## config.mk

```make
export PLATFORM = sky130hd
export DESIGN_NAME = dns_qname_encoder_top
export DESIGN_NICKNAME = d
export VERILOG_FILES = /design/src/design/dqe_pkg.sv /design/src/design/dns_qname_encoder_top.sv
export SDC_FILE = /design/constraint.sdc
export NUM_CORES = 1
export LEC_CHECK = 0
export ABC_AREA = 1
export BUFFER_PORTS_ARGS = -buffer_cell sky130_fd_sc_hd__buf_2
export CAP_MARGIN = 20
export CORE_MARGIN = 5
export CORE_UTILIZATION = 31
export DETAILED_ROUTE_END_ITERATION = 6
export PLACE_DENSITY = 0.5
export SYNTH_ARGS = -nofsm -noshare
export SYNTH_HDL_FRONTEND = slang
export SYNTH_SLANG_ARGS = --single-unit
```

## constraint.sdc

```tcl
create_clock -name clk_i -period 17.39 [get_ports clk_i]
set_input_delay 3.478 -clock clk_i [delete_from_list [all_inputs] [get_ports clk_i]]
set_output_delay 3.478 -clock clk_i [all_outputs]
set_load 0.01 [all_outputs]
```

## src/design/dqe_pkg.sv

```systemverilog
// Shared constants, types and helpers for the DNS question name encoder.
`timescale 1ns / 1ps
package dqe_pkg;

  localparam int unsigned MAX_LABEL_DEF = 63;
  localparam logic [7:0]  DOT_CHAR      = 8'd46;
  localparam logic [9:0]  NAME_LEN_MAX  = 10'h3FF;
  localparam logic [9:0]  CAP_RESET     = 10'd500;
  localparam int unsigned APB_AW        = 2;
  localparam logic [APB_AW-1:0] REG_CAP_ADDR = '0;

  typedef enum logic {
    CMD_CHAR   = 1'b0,
    CMD_FINISH = 1'b1
  } cmd_e;

  typedef enum logic [1:0] {
    ST_IDLE = 2'b01,
    ST_EMIT = 2'b10
  } state_e;

  function automatic logic [7:0] tail_byte(input logic [2:0] idx,
                                           input logic [15:0] qtype,
                                           input logic [15:0] qclass);
    logic [7:0] b;
    b = 8'd0;
    case (idx)
      3'd1:    b = qtype[15:8];
      3'd2:    b = qtype[7:0];
      3'd3:    b = qclass[15:8];
      3'd4:    b = qclass[7:0];
      default: b = 8'd0;
    endcase
    return b;
  endfunction

endpackage

```

## src/design/dns_qname_encoder_top.sv

```systemverilog
// Top level of the DNS question name encoder with its label memory.
`timescale 1ns / 1ps
// Builds a DNS question body from a host name fed one item per character.
// Input channel (in_valid_i/in_ready_o): command_i selects a name character
// or finish; query_type_i and query_class_i are used on finish only.
// Output channel (out_valid_o/out_ready_i): up to two body bytes per item,
// with is_last_o on the final item of a question and error_o on a failed one.
// A character item yields nothing; it is written into the label memory
// unless the label is full. A dot or finish item first reads the label
// memory and then gives one result per cycle unless stalled, up to two
// bytes each, since the label memory has two read ports; a label of L bytes
// plus its length byte leaves in ceil((L+1)/2) results, and finish adds the
// terminator and the type and class words. A new item is taken once the
// last result of the previous one sits in the output register. While the
// receiver stalls, the output register holds its item and emission pauses.
// Reset clears the question state and sets body_capacity to 500; the label
// memory needs no clearing. body_capacity is an APB register at address 0.
module dns_qname_encoder_top #(
  parameter int unsigned MaxLabel = dqe_pkg::MAX_LABEL_DEF
) (
  input  logic                      clk_i,
  input  logic                      rst_ni,
  input  logic                      in_valid_i,
  output logic                      in_ready_o,
  input  logic                      command_i,
  input  logic [7:0]                name_char_i,
  input  logic [15:0]               query_type_i,
  input  logic [15:0]               query_class_i,
  output logic                      out_valid_o,
  input  logic                      out_ready_i,
  output logic [7:0]                first_byte_o,
  output logic [7:0]                second_byte_o,
  output logic [1:0]                byte_count_o,
  output logic                      is_last_o,
  output logic                      error_o,
  input  logic                      psel,
  input  logic                      penable,
  input  logic                      pwrite,
  input  logic [dqe_pkg::APB_AW-1:0] paddr,
  input  logic [31:0]               pwdata,
  output logic [31:0]               prdata,
  output logic                      pready
);

  localparam int unsigned LW = $clog2(MaxLabel + 1);
  localparam int unsigned AW = (MaxLabel > 1) ? $clog2(MaxLabel) : 1;
  localparam int unsigned PW = $clog2(MaxLabel + 8);

  dqe_pkg::state_e state_q, state_d;

  logic [7:0]    label_mem [MaxLabel];
  logic [7:0]    rd_a_q, rd_b_q;
  logic          wr_en;
  logic [AW-1:0] wr_addr;
  logic          rd_en;
  logic [PW-1:0] rd_pos;
  logic [AW-1:0] rd_addr_a, rd_addr_b;

  logic [LW-1:0] label_len_q, label_len_d;
  logic [9:0]    name_len_q, name_len_d;
  logic          err_q, err_d;
  logic [9:0]    cap_q;

  logic [LW-1:0] em_len_q, em_len_d;
  logic [PW-1:0] em_base_q, em_base_d;
  logic [PW-1:0] em_total_q, em_total_d;
  logic          em_fin_q, em_fin_d;
  logic          em_err_q, em_err_d;
  logic [15:0]   qtype_q, qtype_d;
  logic [15:0]   qclass_q, qclass_d;
  logic [PW-1:0] pos_q, pos_d;
  logic          pend_q, pend_d;

  logic          out_valid_q, out_valid_d;
  logic [7:0]    out_b0_q, out_b0_d;
  logic [7:0]    out_b1_q, out_b1_d;
  logic [1:0]    out_cnt_q, out_cnt_d;
  logic          out_last_q, out_last_d;
  logic          out_err_q, out_err_d;

  logic          in_fire, out_free;
  logic [9:0]    name_inc;
  logic          over_chr, over_fin, err_chr;
  logic          cnt2, done;
  logic [PW-1:0] pos_next;
  logic [7:0]    b0, b1;

  function automatic logic [7:0] pick(input logic [PW-1:0] q, input logic [7:0] rd,
                                      input logic [PW-1:0] base, input logic [LW-1:0] len,
                                      input logic [15:0] qt, input logic [15:0] qc);
    logic [PW-1:0] t;
    logic [7:0]    b;
    t = q - base;
    if (q < base) begin
      b = (q == '0) ? 8'(len) : rd;
    end else begin
      b = dqe_pkg::tail_byte(t[2:0], qt, qc);
    end
    return b;
  endfunction

  assign in_ready_o = (state_q == dqe_pkg::ST_IDLE);
  assign in_fire    = in_valid_i && in_ready_o;
  assign out_free   = !out_valid_q || out_ready_i;

  assign name_inc = (name_len_q != dqe_pkg::NAME_LEN_MAX) ? name_len_q + 10'd1 : name_len_q;
  assign over_chr = ({1'b0, name_inc} + 11'd5) >= {1'b0, cap_q};
  assign over_fin = ({1'b0, name_len_q} + 11'd5) >= {1'b0, cap_q};
  assign err_chr  = err_q || over_chr;

  assign cnt2     = (em_total_q - pos_q) >= PW'(2);
  assign pos_next = pos_q + (cnt2 ? PW'(2) : PW'(1));
  assign done     = pos_next >= em_total_q;
  assign b0 = pick(pos_q, rd_a_q, em_base_q, em_len_q, qtype_q, qclass_q);
  assign b1 = pick(pos_q + PW'(1), rd_b_q, em_base_q, em_len_q, qtype_q, qclass_q);

  assign rd_addr_a = (rd_pos >= PW'(1) && rd_pos <= PW'(MaxLabel)) ? AW'(rd_pos - PW'(1)) : '0;
  assign rd_addr_b = (rd_pos < PW'(MaxLabel)) ? AW'(rd_pos) : '0;
  assign wr_addr   = AW'(label_len_q);

  always_comb begin
    state_d     = state_q;
    label_len_d = label_len_q;
    name_len_d  = name_len_q;
    err_d       = err_q;
    em_len_d    = em_len_q;
    em_base_d   = em_base_q;
    em_total_d  = em_total_q;
    em_fin_d    = em_fin_q;
    em_err_d    = em_err_q;
    qtype_d     = qtype_q;
    qclass_d    = qclass_q;
    pos_d       = pos_q;
    pend_d      = pend_q;
    out_valid_d = out_valid_q && !out_ready_i;
    out_b0_d    = out_b0_q;
    out_b1_d    = out_b1_q;
    out_cnt_d   = out_cnt_q;
    out_last_d  = out_last_q;
    out_err_d   = out_err_q;
    wr_en       = 1'b0;
    rd_en       = 1'b0;
    rd_pos      = pos_q;

    unique case (state_q)
      dqe_pkg::ST_IDLE: begin
        if (in_fire) begin
          pos_d  = '0;
          pend_d = 1'b0;
          if (command_i == dqe_pkg::CMD_FINISH) begin
            em_err_d    = err_q || over_fin;
            em_fin_d    = 1'b1;
            em_len_d    = label_len_q;
            em_base_d   = (label_len_q != '0) ? PW'(label_len_q) + PW'(1) : '0;
            em_total_d  = ((label_len_q != '0) ? PW'(label_len_q) + PW'(1) : '0) + PW'(5);
            qtype_d     = query_type_i;
            qclass_d    = query_class_i;
            label_len_d = '0;
            name_len_d  = '0;
            err_d       = 1'b0;
            state_d     = dqe_pkg::ST_EMIT;
          end else begin
            name_len_d = name_inc;
            err_d      = err_chr;
            if (name_char_i == dqe_pkg::DOT_CHAR) begin
              if (!err_chr) begin
                em_err_d    = 1'b0;
                em_fin_d    = 1'b0;
                em_len_d    = label_len_q;
                em_base_d   = PW'(label_len_q) + PW'(1);
                em_total_d  = PW'(label_len_q) + PW'(1);
                label_len_d = '0;
                state_d     = dqe_pkg::ST_EMIT;
              end
            end else if (label_len_q >= LW'(MaxLabel)) begin
              err_d = 1'b1;
            end else begin
              wr_en       = 1'b1;
              label_len_d = label_len_q + LW'(1);
            end
          end
        end
      end
      dqe_pkg::ST_EMIT: begin
        if (em_err_q) begin
          if (out_free) begin
            out_valid_d = 1'b1;
            out_b0_d    = 8'd0;
            out_b1_d    = 8'd0;
            out_cnt_d   = 2'd0;
            out_last_d  = 1'b1;
            out_err_d   = 1'b1;
            state_d     = dqe_pkg::ST_IDLE;
          end
        end else if (!pend_q) begin
          rd_en  = 1'b1;
          pend_d = 1'b1;
        end else if (out_free) begin
          out_valid_d = 1'b1;
          out_b0_d    = b0;
          out_b1_d    = cnt2 ? b1 : 8'd0;
          out_cnt_d   = cnt2 ? 2'd2 : 2'd1;
          out_last_d  = em_fin_q && done;
          out_err_d   = 1'b0;
          pos_d       = pos_next;
          if (done) begin
            pend_d  = 1'b0;
            state_d = dqe_pkg::ST_IDLE;
          end else begin
            rd_en  = 1'b1;
            rd_pos = pos_next;
          end
        end
      end
      default: state_d = dqe_pkg::ST_IDLE;
    endcase
  end

  always_ff @(posedge clk_i) begin
    if (wr_en) begin
      label_mem[wr_addr] <= name_char_i;
    end
    if (rd_en) begin
      rd_a_q <= label_mem[rd_addr_a];
      rd_b_q <= label_mem[rd_addr_b];
    end
  end

  always_ff @(posedge clk_i or negedge rst_ni) begin
    if (!rst_ni) begin
      state_q     <= dqe_pkg::ST_IDLE;
      label_len_q <= '0;
      name_len_q  <= '0;
      err_q       <= 1'b0;
      cap_q       <= dqe_pkg::CAP_RESET;
      pend_q      <= 1'b0;
      out_valid_q <= 1'b0;
    end else begin
      state_q     <= state_d;
      label_len_q <= label_len_d;
      name_len_q  <= name_len_d;
      err_q       <= err_d;
      pend_q      <= pend_d;
      out_valid_q <= out_valid_d;
      if (psel && penable && pwrite && paddr == dqe_pkg::REG_CAP_ADDR) begin
        cap_q <= pwdata[9:0];
      end
    end
  end

  always_ff @(posedge clk_i) begin
    em_len_q   <= em_len_d;
    em_base_q  <= em_base_d;
    em_total_q <= em_total_d;
    em_fin_q   <= em_fin_d;
    em_err_q   <= em_err_d;
    qtype_q    <= qtype_d;
    qclass_q   <= qclass_d;
    pos_q      <= pos_d;
    out_b0_q   <= out_b0_d;
    out_b1_q   <= out_b1_d;
    out_cnt_q  <= out_cnt_d;
    out_last_q <= out_last_d;
    out_err_q  <= out_err_d;
  end

  assign out_valid_o   = out_valid_q;
  assign first_byte_o  = out_b0_q;
  assign second_byte_o = out_b1_q;
  assign byte_count_o  = out_cnt_q;
  assign is_last_o     = out_last_q;
  assign error_o       = out_err_q;

  assign prdata = (paddr == dqe_pkg::REG_CAP_ADDR) ? {22'd0, cap_q} : 32'd0;
  assign pready = 1'b1;

endmodule

```

==> results.json <==
{
  "synth_top_area_cell": "edfxtp_1",
  "fin_cells": 5534,
  "synthesis_stage_register_bit_count": 632,
  "clk-insertion-delay-late_ns": 0.64,
  "design.portCount": 137,
  "power_switching_uw": 2290,
  "first_drt_pass_iteration_count": 6,
  "hold_end": "state_q[0]$_DFFE_PN1P_",
  "routedLengthMet1_mm": 53.0,
  "antenna_cells": 0,
  "synth-warning-count": 0,
  "global_route_wire_length_before_repair_mm": 181,
  "reg2reg_from": "pos_q[2]$_SDFFCE_PN0P_",
  "postCtsSetupBuffers": 0,
  "pwr_density_cell_nw_per_um2": 139,
  "ys_seq_area_share_pct": 53.2,
  "power.ir.vdd_worst_v": 0.0000929,
  "reg2reg_setup_slack_ns": 6.77,
  "h-tree-depth": 3,
  "grt_max_degree": 195,
  "path_delay_family": "simple AND/OR/NAND/NOR gates",
  "cts_bufs_inserted": 74,
  "combined_area_of_all_synthesized_cells_sq_um": 35400,
  "syn2layout_area_growth_pct": 10.7,
  "most_used_cell_cp": "nand3_1",
  "wl_met3_mm": 9.54,
  "reported_leakage_power_uw": 0.0160,
  "pwr-share-clk_pct": 27.5,
  "nNetsFinal": 4116,
  "cts_resized": 0,
  "fp.dieW_um": 348,
  "layout_worst_path_cycle_share_pct": 61.0,
  "slew_headroom_pct": 21.9,
  "power.share.switching_pct": 42.1,
  "dr.first_iter.drc_count": 2914,
  "wirelength_mm": 124,
  "cp-startpoint": "pos_q[2]$_SDFFCE_PN0P_",
  "netlist.area_leader.share_pct": 51.0,
  "final-setup-viol-count": 0,
  "syn_area_per_cell_sq_um": 8.83,
  "setup.worst_path.class": "register to register",
  "final.setup_skew_ns": 0.0263,
  "rows": 124,
  "vias_in_the_first_global_route": 28200,
  "critical-path-max-stage-delay_ns": 0.85,
  "tightestPinTransition_ns": 1.17,
  "die_area_sq_um": 121000,
  "hp-class": "register to register",
  "post_synth_inst_count": 4010,
  "crit_buf_inv": 9,
  "fmaxAchievable_ghz": 0.0942,
  "initial_core_util_pct": 31.1,
  "clock_sink_count": 632,
  "place.detailed.instances": 5403,
  "synth_fa_ha_area_share_pct": 2.31,
  "synth_compound_area_share_pct": 8.75,
  "setup-tns-final_ns": 0,
  "timing.final.max_slew_violations": 0,
  "buffer_ports.inserted": 91,
  "dr_wl_met2_mm": 56.2,
  "element_type_at_the_critical_path_end": "register",
  "via_per_inst": 5.34,
  "ff_latch_area_sq_um": 18800,
  "drt.antenna.violating_nets": 0,
  "number_of_hold_buffers_added_after_cts": 0,
  "synthTopCellsByCount": "nand2_1, nand3_1, edfxtp_1",
  "synth_most_common_cell": "nand2_1",
  "clk_path_buf_depth": 3,
  "drive_above_1_share_pct": 7.41,
  "synth-main-ff-cell": "edfxtp_1",
  "slowest_stage": "inv_2",
  "outcome": "finished clean",
  "worst_hold_path.num_cells": 1,
  "synth_xor_xnor_area_share_pct": 0.767,
  "crit_fanout": 92,
  "timing.max_cap.violations": 0,
  "rr_worst_depth": 37,
  "die_h_um": 348,
  "hold_viol_final": 0,
  "number_of_enable_type_register_cells_in_the_synthesized_netlist": 601,
  "synth.distinct_cells": 56,
  "holdCritStartpoint": "state_q[1]$_DFFE_PN0P_",
  "rsz_0062_raised_after_global_routing": "false",
  "antenna_found_initial": 2,
  "leading_cell_types_by_total_area_after_synthesis": "edfxtp_1, nand3_1, nand2_1, inv_1, nand4_1",
  "critPathRequiredTime_ns": 17.88,
  "power.share.combinational_pct": 39.6,
  "ctsRootBufferMaster": "clkbuf_16",
  "gr-total-overflow": 0,
  "routed_len_inst_um": 22.4,
  "synth_simple_gate_area_share_pct": 24.7,
  "detailed_place_hpwl_mm": 72.1,
  "fill_count": 11700,
  "synth_top_family_by_area": "simple AND/OR/NAND/NOR gates",
  "period_minus_slack_ns": 10.62,
  "clock_tree_from_tritoncts": "built",
  "topRoutingLayerUsed": "met4",
  "grt_util_all_layers_pct": 19.7,
  "r2r_end": "rd_a_q[5]$_DFFE_PP_",
  "globalplace.congestion": 0.904,
  "seqPwrFrac_pct": 32.9,
  "internal_power_of_the_cells_uw": 3160,
  "critPathArrivalTime_ns": 11.10,
  "start_kind": "register",
  "multi_input_area_sq_um": 13100,
  "core-area_sq_um": 114000,
  "post-route-drc-count": 0,
  "clk_pin_slew_worst_paths_ns": 0.06,
  "synth.mux.area_fraction_pct": 0,
  "asyncSetResetFlopFracSynth_pct": 4.91,
  "dr_total_vias": 29500
}
==> power by group through the flow <==
stage	clock network [uW]	registers [uW]	logic (uW)
2_1_floorplan	0	1810	1380
3_3_place_gp	0	1820	2110
3_5_place_dp	0	1820	2120
4_1_cts	1530	1790	2120
5_1_grt	1590	1800	2320
6_report	1500	1790	2160
==> state kept, by name, indices dropped and copies added, names as in the netlist, 8 cells and up <==
register / count
label_mem: 504
rd_a_q: 8
qtype_q: 16
first_byte_o: 8
qclass_q: 16
name_len_q: 10
rd_b_q: 8
second_byte_o: 8
cap_q: 10
==> routing by layer <==
layer  up-vias  track usage, %
li1      13800               -
met1     14200            26.4
met2      1300            31.6
met3       263            3.32
met4         0            8.31
met5         -               0
==> final cells by class <==
type                       count  share of cell area (%)
inverter                     590                    5.67
timing repair buffer         146                    2.36
clock buffer                  91                    4.97
clock inverter                36                   0.785
sequential                   632                    48.0
tap                         1512                    4.83
multi-input combinational   2527                    33.4
==> kinds of logic (layout without fill, tap and decap cells) <==
| group | after synthesis | in the layout |
|---|---|---|
| buffers and inverters | 872 | 863 |
| DFF | 632 | 632 |
| adders and majority gates | 63 | 63 |
| other | 2 | 23 |
| and+or+nand+nor | 1909 | 1909 |
| AOI/OAI and AO/OA | 501 | 501 |
| xor gates and xnor gates | 31 | 31 |
==> worst reg2reg max path: cells and delay by family, from the launching register on <==
kind / cells / cell delay, ns
AOI/OAI and AO/OA: 4 / 0.82
buffers and inverters: 9 / 3.15
and+or+nand+nor: 19 / 4.30
DFF: 1 / 0.66
adders and majority gates: 5 / 1.57
==> worst max-delay path by stage <==
| stage | cells past startpoint | slack, ns | end |
|---|---|---|---|
| after floorplan | 3 | 9.91 | prdata[0] |
| after global placement | 37 | 6.83 | rd_a_q[5]$_DFFE_PP_ |
| after detailed placement | 37 | 6.87 | rd_a_q[5]$_DFFE_PP_ |
| after CTS | 37 | 6.83 | rd_a_q[5]$_DFFE_PP_ |
| after global routing | 37 | 6.19 | rd_a_q[5]$_DFFE_PP_ |
| final | 37 | 6.77 | rd_a_q[5]$_DFFE_PP_ |
==> layout by cell type, fill, tap and decap left out, drive strengths merged, types with 91 or more instances in the layout <==
cell type,synthesis,layout
a21oi,102,102
buf,194,146
clkbuf,88,91
edfxtp,601,601
inv,586,589
nand2,708,708
nand3,684,684
nand4,222,222
nor2,265,265
o211ai,166,166
o21ai,170,170
==> metrics by stage <==
stage / instance area [sq um] / hold slack, ns / total power [uW] / setup WS, ns / util, %
detailed placement: 36900 / 0.476 / 3940 / 6.87 / 32.4
finish: 39200 / 0.476 / 5450 / 6.77 / 34.4
floorplan: 35500 / 0.423 / 3190 / 9.91 / -
global placement: 36900 / 0.472 / 3940 / 6.83 / 32.4
CTS: 39200 / 0.484 / 5450 / 6.83 / 34.4
global route: 39200 / 0.503 / 5710 / 6.19 / 34.4
No activity file was read; power rests on OpenSTA's default activity.
